File: src/avcss_pkg.sv
`timescale 1ns / 1ps
// ----------------------------------------------------------------------------
// avcss_pkg: shared types and constants of the capture sync scheduler
// Item kinds, decision codes, register indexes, field widths and the request
// record that travels from the front stage through the queue to the back end.
// ----------------------------------------------------------------------------
package avcss_pkg;

   // fixed field widths
   localparam int FIELD_TIME_W = 40;
   localparam int TARGET_W     = 48;
   localparam int DUR_W        = 24;
   localparam int REP_W        = 8;
   localparam int BURST_W      = 4;
   localparam int WAIT_W       = 23;
   localparam int VT2_W        = FIELD_TIME_W + 1;

   // queue between front and back
   localparam int QUEUE_DEPTH  = 2;
   localparam int QPTR_W       = $clog2(QUEUE_DEPTH);
   localparam int QCNT_W       = $clog2(QUEUE_DEPTH + 1);

   // configuration register indexes
   localparam int CSR_INDEX_W  = 2;
   localparam logic [CSR_INDEX_W-1:0] CSR_FRAME_DUR   = 2'd0;
   localparam logic [CSR_INDEX_W-1:0] CSR_MAX_REPEATS = 2'd1;
   localparam logic [CSR_INDEX_W-1:0] CSR_AUDIO_BURST = 2'd2;

   // register reset values
   localparam logic [DUR_W-1:0]   FRAME_DUR_RESET   = 24'd16667;
   localparam logic [REP_W-1:0]   MAX_REPEATS_RESET = 8'd3;
   localparam logic [BURST_W-1:0] AUDIO_BURST_RESET = 4'd5;

   typedef enum logic [1:0] {
      KIND_DECIDE  = 2'd0,
      KIND_VIDEO   = 2'd1,
      KIND_AUDIO   = 2'd2,
      KIND_RESTART = 2'd3
   } kind_type;

   typedef enum logic [2:0] {
      DEC_NONE   = 3'd0,
      DEC_VIDEO  = 3'd1,
      DEC_AUDIO  = 3'd2,
      DEC_DROP   = 3'd3,
      DEC_REPEAT = 3'd4
   } decision_type;

   typedef struct packed {
      logic [DUR_W-1:0]   frame_dur;
      logic [REP_W-1:0]   max_repeats;
      logic [BURST_W-1:0] audio_burst;
   } cfg_type;

   // classified request as queued for the back end
   typedef struct packed {
      kind_type                kind;
      logic [FIELD_TIME_W-1:0] now_ticks;
      logic                    video_present;
      logic [FIELD_TIME_W-1:0] video_time;
      logic [VT2_W-1:0]        vt_2dur;     // video_time + 2 * frame period
      logic                    audio_present;
   } item_type;

endpackage

File: src/avcss_front.sv
`timescale 1ns / 1ps
// ----------------------------------------------------------------------------
// avcss_front: request intake stage
// Registers each request, decodes its kind and adds the state-free part of
// the stale-frame bound, then hands the record to the queue.
// ----------------------------------------------------------------------------
module avcss_front
   import avcss_pkg::*;
(
   input  logic                    clock,
   input  logic                    reset,
   input  cfg_type                 cfg,
   input  logic                    req_tvalid,
   output logic                    req_tready,
   input  logic [1:0]              req_kind,
   input  logic [FIELD_TIME_W-1:0] req_now,
   input  logic                    req_video_present,
   input  logic [FIELD_TIME_W-1:0] req_video_time,
   input  logic                    req_audio_present,
   output logic                    push,
   output item_type                push_item,
   input  logic                    queue_full
);

   logic     valid_ff, valid_in;
   item_type item_ff, item_in;

   // accept when the stage is empty or drains this cycle
   assign push       = valid_ff && !queue_full;
   assign req_tready = !valid_ff || !queue_full;
   assign push_item  = item_ff;

   // classify and precompute
   always_comb begin
      item_in.kind          = kind_type'(req_kind);
      item_in.now_ticks     = req_now;
      item_in.video_present = req_video_present;
      item_in.video_time    = req_video_time;
      item_in.vt_2dur       = VT2_W'(req_video_time) + VT2_W'({cfg.frame_dur, 1'b0});
      item_in.audio_present = req_audio_present;
      valid_in              = valid_ff;
      if (req_tvalid && req_tready) begin
         valid_in = 1'b1;
      end else if (push) begin
         valid_in = 1'b0;
      end
   end

   always_ff @(posedge clock) begin
      if (reset) begin
         valid_ff <= 1'b0;
      end else begin
         valid_ff <= valid_in;
      end
   end

   // hold the record while stalled
   always_ff @(posedge clock) begin
      if (req_tvalid && req_tready) begin
         item_ff <= item_in;
      end
   end

endmodule

File: src/avcss_queue.sv
`timescale 1ns / 1ps
// ----------------------------------------------------------------------------
// avcss_queue: short request queue
// Two-entry FIFO between front and back so that each side stalls on its own.
// ----------------------------------------------------------------------------
module avcss_queue
   import avcss_pkg::*;
(
   input  logic              clock,
   input  logic              reset,
   input  logic              push,
   input  item_type          push_item,
   output logic              full,
   input  logic              pop,
   output logic              head_valid,
   output item_type          head_item,
   output logic [QCNT_W-1:0] count
);

   item_type          mem_ff [QUEUE_DEPTH];
   logic [QPTR_W-1:0] wr_ptr_ff, wr_ptr_in;
   logic [QPTR_W-1:0] rd_ptr_ff, rd_ptr_in;
   logic [QCNT_W-1:0] count_ff, count_in;

   assign full       = (count_ff == QCNT_W'(QUEUE_DEPTH));
   assign head_valid = (count_ff != '0);
   assign head_item  = mem_ff[rd_ptr_ff];
   assign count      = count_ff;

   // advance pointers and fill count
   always_comb begin
      wr_ptr_in = wr_ptr_ff;
      rd_ptr_in = rd_ptr_ff;
      count_in  = count_ff;
      if (push) begin
         wr_ptr_in = (wr_ptr_ff == QPTR_W'(QUEUE_DEPTH - 1)) ? '0 : wr_ptr_ff + 1'b1;
      end
      if (pop) begin
         rd_ptr_in = (rd_ptr_ff == QPTR_W'(QUEUE_DEPTH - 1)) ? '0 : rd_ptr_ff + 1'b1;
      end
      if (push && !pop) begin
         count_in = count_ff + 1'b1;
      end else if (pop && !push) begin
         count_in = count_ff - 1'b1;
      end
   end

   always_ff @(posedge clock) begin
      if (reset) begin
         wr_ptr_ff <= '0;
         rd_ptr_ff <= '0;
         count_ff  <= '0;
      end else begin
         wr_ptr_ff <= wr_ptr_in;
         rd_ptr_ff <= rd_ptr_in;
         count_ff  <= count_in;
      end
   end

   // store the entry
   always_ff @(posedge clock) begin
      if (push) begin
         mem_ff[wr_ptr_ff] <= push_item;
      end
   end

endmodule

File: src/avcss_back.sv
`timescale 1ns / 1ps
// ----------------------------------------------------------------------------
// avcss_back: scheduling back end
// Holds the timing state, decides on each request combinationally and places
// the decision and capped wait in the output register.
// ----------------------------------------------------------------------------
module avcss_back
   import avcss_pkg::*;
#(
   parameter int TIME_BITS = 40
) (
   input  logic              clock,
   input  logic              reset,
   input  cfg_type           cfg,
   input  logic              head_valid,
   input  item_type          head_item,
   output logic              pop,
   output logic              rsp_valid,
   input  logic              rsp_ready,
   output decision_type      rsp_decision,
   output logic [WAIT_W-1:0] rsp_wait
);

   localparam int CW = (TIME_BITS > 50) ? TIME_BITS : 50;

   logic [TIME_BITS-1:0] start_ff, start_in;
   logic [TARGET_W-1:0]  target_ff, target_in;
   logic                 first_ff, first_in;
   decision_type         last_ff, last_in;
   logic [BURST_W-1:0]   arun_ff, arun_in;
   logic [REP_W-1:0]     rrun_ff, rrun_in;
   logic                 valid_ff, valid_in;
   decision_type         dec_ff, dec_in;
   logic [WAIT_W-1:0]    wait_ff, wait_in;

   logic [TIME_BITS-1:0] now_t;
   logic [TIME_BITS-1:0] elapsed;
   logic [CW-1:0]        el_c, tgt_c, dur_c, tgt_new_c, diff_c;
   logic [TARGET_W:0]    tgt_sum;
   logic                 early, stale, ahead, late;
   decision_type         plain_dec, mixed_dec;
   logic                 mixed_inc;
   logic [WAIT_W-1:0]    cap;

   assign pop          = head_valid && (!valid_ff || rsp_ready);
   assign rsp_valid    = valid_ff;
   assign rsp_decision = dec_ff;
   assign rsp_wait     = wait_ff;

   // compares against the running target
   always_comb begin
      now_t   = TIME_BITS'(head_item.now_ticks);
      elapsed = (head_item.kind == KIND_RESTART) ? '0 : now_t - start_ff;
      el_c    = CW'(elapsed);
      tgt_c   = CW'(target_ff);
      dur_c   = CW'(cfg.frame_dur);
      early   = tgt_c > el_c;
      stale   = CW'(head_item.vt_2dur) < tgt_c;
      ahead   = CW'(head_item.video_time) > tgt_c + dur_c;
      late    = tgt_c + (dur_c << 1) < el_c;
      tgt_sum = (TARGET_W + 1)'(target_ff) + (TARGET_W + 1)'(cfg.frame_dur);
   end

   // frame choice: plain path without repeat limit
   always_comb begin
      priority if (early) begin
         plain_dec = DEC_NONE;
      end else if (!head_item.video_present) begin
         plain_dec = first_ff ? DEC_REPEAT : DEC_NONE;
      end else if (!first_ff) begin
         plain_dec = DEC_VIDEO;
      end else if (stale) begin
         plain_dec = DEC_DROP;
      end else if (ahead) begin
         plain_dec = DEC_REPEAT;
      end else begin
         plain_dec = DEC_VIDEO;
      end
   end

   // frame choice: mixed path, frame present, repeats counted
   always_comb begin
      mixed_inc = 1'b0;
      priority if (early) begin
         mixed_dec = DEC_NONE;
      end else if (stale) begin
         mixed_dec = DEC_DROP;
      end else if (ahead) begin
         if (rrun_ff >= cfg.max_repeats) begin
            mixed_dec = DEC_NONE;
         end else begin
            mixed_dec = DEC_REPEAT;
            mixed_inc = 1'b1;
         end
      end else begin
         mixed_dec = DEC_VIDEO;
      end
   end

   // state update and decision
   always_comb begin
      start_in  = start_ff;
      target_in = target_ff;
      first_in  = first_ff;
      last_in   = last_ff;
      arun_in   = arun_ff;
      rrun_in   = rrun_ff;
      dec_in    = DEC_NONE;
      unique case (head_item.kind)
         KIND_RESTART: begin
            start_in  = now_t;
            target_in = '0;
            first_in  = 1'b0;
            last_in   = DEC_NONE;
            arun_in   = '0;
         end
         KIND_VIDEO: begin
            target_in = tgt_sum[TARGET_W] ? '1 : tgt_sum[TARGET_W-1:0];
            rrun_in   = '0;
            first_in  = 1'b1;
         end
         KIND_AUDIO: begin
            dec_in = DEC_NONE;
         end
         KIND_DECIDE: begin
            priority if (!first_ff && head_item.video_present) begin
               dec_in = DEC_VIDEO;
            end else if (!head_item.audio_present) begin
               dec_in = plain_dec;
            end else if (!head_item.video_present) begin
               if (arun_ff < cfg.audio_burst) begin
                  arun_in = arun_ff + 1'b1;
                  dec_in  = DEC_AUDIO;
               end
            end else if (late || arun_ff >= cfg.audio_burst) begin
               // forced frame: leave the last choice alone
               arun_in = '0;
               dec_in  = mixed_dec;
               if (mixed_inc) begin
                  rrun_in = rrun_ff + 1'b1;
               end
            end else if (last_ff == DEC_VIDEO) begin
               arun_in = arun_ff + 1'b1;
               last_in = DEC_AUDIO;
               dec_in  = DEC_AUDIO;
            end else begin
               dec_in  = mixed_dec;
               last_in = mixed_dec;
               if (mixed_inc) begin
                  rrun_in = rrun_ff + 1'b1;
               end
               if (mixed_dec == DEC_VIDEO) begin
                  arun_in = '0;
               end
            end
         end
      endcase
   end

   // wait until the next frame, capped at half a period
   always_comb begin
      tgt_new_c = CW'(target_in);
      diff_c    = tgt_new_c - el_c;
      cap       = cfg.frame_dur[DUR_W-1:1];
      wait_in   = '0;
      if (first_in && (tgt_new_c > el_c)) begin
         wait_in = (diff_c > CW'(cap)) ? cap : diff_c[WAIT_W-1:0];
      end
   end

   // output register valid
   always_comb begin
      valid_in = valid_ff;
      if (pop) begin
         valid_in = 1'b1;
      end else if (rsp_ready) begin
         valid_in = 1'b0;
      end
   end

   always_ff @(posedge clock) begin
      if (reset) begin
         start_ff  <= '0;
         target_ff <= '0;
         first_ff  <= 1'b0;
         last_ff   <= DEC_NONE;
         arun_ff   <= '0;
         rrun_ff   <= '0;
         valid_ff  <= 1'b0;
      end else begin
         valid_ff <= valid_in;
         if (pop) begin
            start_ff  <= start_in;
            target_ff <= target_in;
            first_ff  <= first_in;
            last_ff   <= last_in;
            arun_ff   <= arun_in;
            rrun_ff   <= rrun_in;
         end
      end
   end

   // load the response
   always_ff @(posedge clock) begin
      if (pop) begin
         dec_ff  <= dec_in;
         wait_ff <= wait_in;
      end
   end

endmodule

File: src/av_capture_sync_scheduler.sv
`timescale 1ns / 1ps
// ----------------------------------------------------------------------------
// av_capture_sync_scheduler: capture muxer sync scheduler
// Decides per request whether the muxer writes video, writes audio, drops a
// stale frame, repeats a frame or waits, and reports the capped frame wait.
//
//   channel  | direction | content
//   ---------+-----------+---------------------------------------------------
//   req_     | in        | tuser: kind; tdata: now, video flag, video time,
//            |           |        audio flag
//   rsp_     | out       | tdata: decision, wait_ticks
//   csr_     | in        | register index and write data
//
// One request per cycle sustained while the response side is not stalled; a
// response passes the intake register, then the queue, then the back end output
// register. The back end updates all timing state per request, so requests
// follow back to back. Reset loads the register defaults and clears all
// timing state.
// A stalled response holds; up to three requests are buffered behind it.
// ----------------------------------------------------------------------------
module av_capture_sync_scheduler
   import avcss_pkg::*;
#(
   parameter int TIME_BITS = 40
) (
   input  logic                   clock,
   input  logic                   reset,
   // request channel
   input  logic                   req_tvalid,
   output logic                   req_tready,
   input  logic [1:0]             req_tuser,  // [1:0] kind
   input  logic [87:0]            req_tdata,  // [39:0] now_ticks, [40] video_present,
                                              // [80:41] video_time, [81] audio_present
   // response channel
   output logic                   rsp_tvalid,
   input  logic                   rsp_tready,
   output logic [31:0]            rsp_tdata,  // [2:0] decision, [25:3] wait_ticks
   // register write port
   input  logic                   csr_valid,
   output logic                   csr_ready,
   input  logic [CSR_INDEX_W-1:0] csr_index,
   input  logic [DUR_W-1:0]       csr_data
);

   cfg_type           cfg_ff, cfg_in;
   logic              push, queue_full, head_valid, pop;
   item_type          push_item, head_item;
   logic [QCNT_W-1:0] q_count;
   decision_type      rsp_decision;
   logic [WAIT_W-1:0] rsp_wait;

   // register writes
   assign csr_ready = 1'b1;

   always_comb begin
      cfg_in = cfg_ff;
      if (csr_valid) begin
         unique case (csr_index)
            CSR_FRAME_DUR:   cfg_in.frame_dur   = csr_data;
            CSR_MAX_REPEATS: cfg_in.max_repeats = csr_data[REP_W-1:0];
            CSR_AUDIO_BURST: cfg_in.audio_burst = csr_data[BURST_W-1:0];
            default:         cfg_in = cfg_ff;
         endcase
      end
   end

   always_ff @(posedge clock) begin
      if (reset) begin
         cfg_ff.frame_dur   <= FRAME_DUR_RESET;
         cfg_ff.max_repeats <= MAX_REPEATS_RESET;
         cfg_ff.audio_burst <= AUDIO_BURST_RESET;
      end else begin
         cfg_ff <= cfg_in;
      end
   end

   avcss_front u_front (
      .clock             (clock),
      .reset             (reset),
      .cfg               (cfg_ff),
      .req_tvalid        (req_tvalid),
      .req_tready        (req_tready),
      .req_kind          (req_tuser),
      .req_now           (req_tdata[39:0]),
      .req_video_present (req_tdata[40]),
      .req_video_time    (req_tdata[80:41]),
      .req_audio_present (req_tdata[81]),
      .push              (push),
      .push_item         (push_item),
      .queue_full        (queue_full)
   );

   avcss_queue u_queue (
      .clock      (clock),
      .reset      (reset),
      .push       (push),
      .push_item  (push_item),
      .full       (queue_full),
      .pop        (pop),
      .head_valid (head_valid),
      .head_item  (head_item),
      .count      (q_count)
   );

   avcss_back #(
      .TIME_BITS (TIME_BITS)
   ) u_back (
      .clock        (clock),
      .reset        (reset),
      .cfg          (cfg_ff),
      .head_valid   (head_valid),
      .head_item    (head_item),
      .pop          (pop),
      .rsp_valid    (rsp_tvalid),
      .rsp_ready    (rsp_tready),
      .rsp_decision (rsp_decision),
      .rsp_wait     (rsp_wait)
   );

   // pack the response
   assign rsp_tdata = {6'd0, rsp_wait, rsp_decision};

`ifndef SYNTHESIS
   a_wait_capped: assert property (@(posedge clock) disable iff (reset)
      rsp_tvalid |-> (rsp_wait <= cfg_ff.frame_dur[DUR_W-1:1]))
      else $error("wait exceeds half a frame period");

   a_empty_takes: assert property (@(posedge clock) disable iff (reset)
      (q_count == '0) |-> req_tready)
      else $error("intake stalled with an empty queue");

   a_restart_clear: assert property (@(posedge clock) disable iff (reset)
      (pop && (head_item.kind == KIND_RESTART)) |=> (rsp_tdata[25:0] == '0))
      else $error("restart response not cleared");
`endif

endmodule

File: config.mk
export PLATFORM = sky130hd
export DESIGN_NAME = av_capture_sync_scheduler
export DESIGN_NICKNAME = d
export VERILOG_FILES = /design/src/avcss_pkg.sv /design/src/avcss_front.sv /design/src/avcss_queue.sv /design/src/avcss_back.sv /design/src/av_capture_sync_scheduler.sv
export SDC_FILE = /design/constraint.sdc
export NUM_CORES = 1
export LEC_CHECK = 0
export BUFFER_PORTS_ARGS = -buffer_cell sky130_fd_sc_hd__buf_2
export CAP_MARGIN = 10
export CELL_PAD_IN_SITES_DETAIL_PLACEMENT = 1
export CELL_PAD_IN_SITES_GLOBAL_PLACEMENT = 2
export CORE_MARGIN = 2
export CORE_UTILIZATION = 41
export DETAILED_ROUTE_END_ITERATION = 7
export HOLD_SLACK_MARGIN = 0.05
export MAX_ROUTING_LAYER = met4
export PLACE_DENSITY_LB_ADDON = 0.1
export SETUP_SLACK_MARGIN = 0.2
export SLEW_MARGIN = 0
export SYNTH_ARGS = -nofsm -noshare
export SYNTH_HDL_FRONTEND = slang
export SYNTH_SLANG_ARGS = --single-unit
File: constraint.sdc
create_clock -name clock -period 10.5 [get_ports clock]
set_input_delay 1.575 -clock clock [delete_from_list [all_inputs] [get_ports clock]]
set_output_delay 1.575 -clock clock [all_outputs]
set_load 0.02 [all_outputs]
==> results <==
- In the final design database the tool counted 4120 nets.
- The placed cell count is ~4700.
- The post-CTS setup buffer count is 0.
- The post-route setup TNS is 0 ns.
- The initial antenna violation count came to 4.
- The worst hold path belongs to the class reg -> reg.
- The flow ran to the end, and the final reports show no timing, DRC or antenna violations.
- In this run the vertical extent of the chip is a little under 300 um.
- The post-synthesis instance area is between 0.03 and 0.04 mm2.
- The most area-hungry cell type in the Yosys netlist is edfxtp_1.
- At the worst endpoint, the arrival time is about 10 ns.
- The post-route netlist has 12.61% of its cells at a drive strength greater than 1.
- The area growth from synthesis to layout is 12.09%.
- After global routing the overflow that remains totals 0.
- Of the total power, the share spent switching nets is between 40% and 50%.
- The total setup violations reported at the end of the flow is 0.
- The synthesized design contains approximately 550 register bits.
- Cell internal power was estimated by the tool at 0.006290 W.
- Across all layers, the routed design uses roughly 28000 vias.
- STA puts the critical path data required time at ~11 ns.
- The most frequently used flop master after synthesis is edfxtp_1.
- The routed wire length is around 120000 um.
- Summing the sequential cell areas from Yosys gives a little over two fifths of the chip area.
- The share of Yosys cell area claimed by the top area cell type is between 30% and 40%.
- The tree built by TritonCTS fans out to between 500 and 600 sinks.
- The mean instance size in the synthesized netlist is around 10 um2.
- The maximum number of buffers from clock root to sink is 3.
- VDD sags by at most roughly 0.20 mV.
- 156 I/O pins were placed.
- The count of endpoints failing hold in the final timing report was 0.
- The die area is 0.08751 mm2.
- In the final routed layout, each cell accounts on average for between 20 and 30 um.
- The clock tree from TritonCTS is yes.
- For this design the total switching power over the nets is about 0.0054 W.
- Summed over all cells, the static leakage comes to about 15 nW.
- The worst setup path is captured at a flop.
- The number of global-route vias before repair is about 29000.
- The largest stage delay on the critical path is ~0.66 ns.
- The H-tree depth is 3.
- The root buffer cell chosen for the clock tree is clkbuf_16.
- The part of the power in combinational logic is a little under three fifths.
- The final weighted congestion in routability-driven placement is 0.9648.
- The number of design rule violations left after detail routing is 0.
- The kind of critical path is reg -> reg.
- The horizontal die dimension is slightly below 300 um.
- The clock latency on the worst-skew pair is 0.65 ns.
- The worst clock skew is 0.03110 ns.
- Among all stages on the critical path, the largest delay is contributed by a21o_1.
- The number of buffers inserted by hold repair at cts is 0.
- Counting flops with an async set or reset pin after synthesis yields a share of 0%.
- In this run the core area contains ~110 standard-cell rows.
- The detailed-routing iteration count for the pre-antenna-repair pass is 5.
- In this run, flip-flops and latches consume between 20% and 30% of the power.
- The number of nets with antenna violations after detailed routing is 0.
- After technology mapping, the gate count stands at about 3500.
- The starting density of the core is around 41%.
- For this run, the number of Yosys warnings is 0.
- The count of placed standard cells in the final layout, fillers left out is a little under 5000.
- The share of total power in the clock network is a little under a fifth.
- The number of clock buffers added by TritonCTS is 66.
- The worst max-slew margin expressed relative to the limit is 21.39%.
- Setup repair after global routing left no endpoint under its margin.
- The critical-path maximum fanout is 23.
- The wire-length estimate of the detail-placed layout is approximately 98000 um.
- The cell area power density is 299.6 mW/mm2.
- The number of gates resized after CTS was 0.
- Static timing analysis puts the maximum clock frequency at 104.1 MHz.
- The worst path uses between 90% and 100% of the clock period.
- Input and output buffers added on the ports amount to 142.
- The first global-routing pass estimated between 150000 and 200000 um of wire.
- Clock-pin slew was measured on the worst setup and hold paths at around 0.06 ns.
- The max-slew violation total from the final report is 0.
- Max-cap violations in this run came to 0.
- At the pin with the least slew margin, the transition time is 1.149 ns.
- The global-route usage over all layers is 28.87%.
- In the routed layout, each cell is associated on average with a via count of ~6.
- The worst setup path is launched from a flop.
- The region available for standard cell placement spans ~0.085 mm2.
- Counting flops with a built-in enable in the synthesized netlist gives 398.
- Entering global routing, the biggest net connects 65 pins.
- After synthesis, the netlist uses 95 different library cells.
- In the post-synthesis netlist, the biggest area contributors are edfxtp_1 (34%), ha_1 (12%), dfxtp_1 (8.4%), mux2_2 (4.0%), a21oi_1 (3.9%).
- The number of DRC markers after the initial detailed-route iteration is about 1800.
- The time the final worst path needs with I/O delays and setup is about 9.6 ns.
## cells in the mapped netlist, types with 63 or more instances
library cell    n
xnor2_1       122
a211oi_1       63
a21o_1        112
nand2_1       316
o21ai_0       141
nand4_1        66
inv_1         174
clkbuf_1      100
nor2_1        247
dfxtp_1       147
a21oi_1       274
ha_1          348
mux2_2        123
edfxtp_1      398
nor3_1        130
## cells in the final DEF, fill, tap and decap left out, drive strengths merged, types with 123 or more instances in the layout
| master | instances |
|---|---|
| edfxtp | 398 |
| ha | 348 |
| nand2 | 316 |
| a21oi | 276 |
| nor2 | 247 |
| buf | 206 |
| inv | 184 |
| o21ai | 153 |
| dfxtp | 147 |
| nor3 | 131 |
| mux2 | 123 |
## power groups by stage
stage / registers, W / clock network [W] / logic [W]
3_3_place_gp: 0.00285 / 0 / 0.00635
3_5_place_dp: 0.00287 / 0 / 0.00654
5_1_grt: 0.00286 / 0.00238 / 0.00728
2_1_floorplan: 0.00282 / 0 / 0.00442
4_1_cts: 0.00283 / 0.00230 / 0.00660
6_report: 0.00283 / 0.00225 / 0.00665
## flip-flops by register name, indices dropped and copies added, names as in the netlist, 2 cells and up, named ones only
register / count
u_queue.mem_ff: 248
u_front.push_item: 124
u_back.target_ff: 48
u_back.start_ff: 40
cfg_ff: 36
u_back.rsp_wait: 23
u_back.rrun_ff: 8
u_back.arun_ff: 4
u_back.last_ff: 3
u_back.rsp_decision: 3
u_queue.count: 2
## critical path, delay by kind of cell (launching register included)
kind	cells	cell delay, ns
AOI/OAI and AO/OA	14	4.30
xor gates and xnor gates	1	0.18
adders and majority gates	4	1.57
buffers and inverters	1	0.41
DFF	1	0.40
muxes	1	0.15
and+or+nand+nor	12	2.24
## cells by family after synthesis
group | share of synthesized area [%]
compound gates | 16.56
fa+ha+maj | 12.76
other cells | 0.02151
flops | 42.66
simple gates | 14.63
buf+inv | 3.605
xor+xnor | 4.340
mux | 5.429
## stage by stage
step	utilization (%)	hold slack, ns	area (um2)	power (W)	worst slack, ns
detailed placement	43.71	0.4306	37040	0.009411	1.093
finish	46.18	0.4392	39140	0.01173	0.8969
CTS	46.18	0.4312	39130	0.01173	1.046
global route	46.18	0.4472	39140	0.01252	0.2405
floorplan	-	0.4215	34930	0.007240	2.586
global placement	43.71	0.4219	37040	0.009203	1.183
## routing by layer
metal | global-route usage, % | wire length [um] | vias up
li1 | - | - | 13290
met1 | 39.72 | 58170 | 14120
met2 | 44.25 | 55180 | 715
met3 | 3.657 | 6831 | 143
met4 | 8.951 | 3400 | 0
met5 | - | 0 | -
## worst paths after layout
kind	start	to	slack [ns]	cells past startpoint
max	cfg_ff[12]	u_back.rsp_wait[11]	0.90	33
max reg2reg	cfg_ff[12]	u_back.rsp_wait[11]	0.90	33
min	u_front.push_item[79]	u_queue.mem_ff[1][79]	0.44	0
min reg2reg	u_front.push_item[79]	u_queue.mem_ff[1][79]	0.44	0
## final cells by class
| cell class | instances | area, um2 |
|---|---|---|
| Fill cell | 9464 | 45610 |
| Multi-Input combinational cell | 2647 | 18850 |
| Sequential cell | 545 | 14900 |
| Clock buffer | 86 | 1737 |
| Tap cell | 1144 | 1431 |
| Timing Repair Buffer | 206 | 1194 |
| Inverter | 180 | 675.6 |
| Clock inverter | 32 | 351.6 |
| Antenna cell | 2 | 5.005 |
Power figures use the tool's default switching activity.
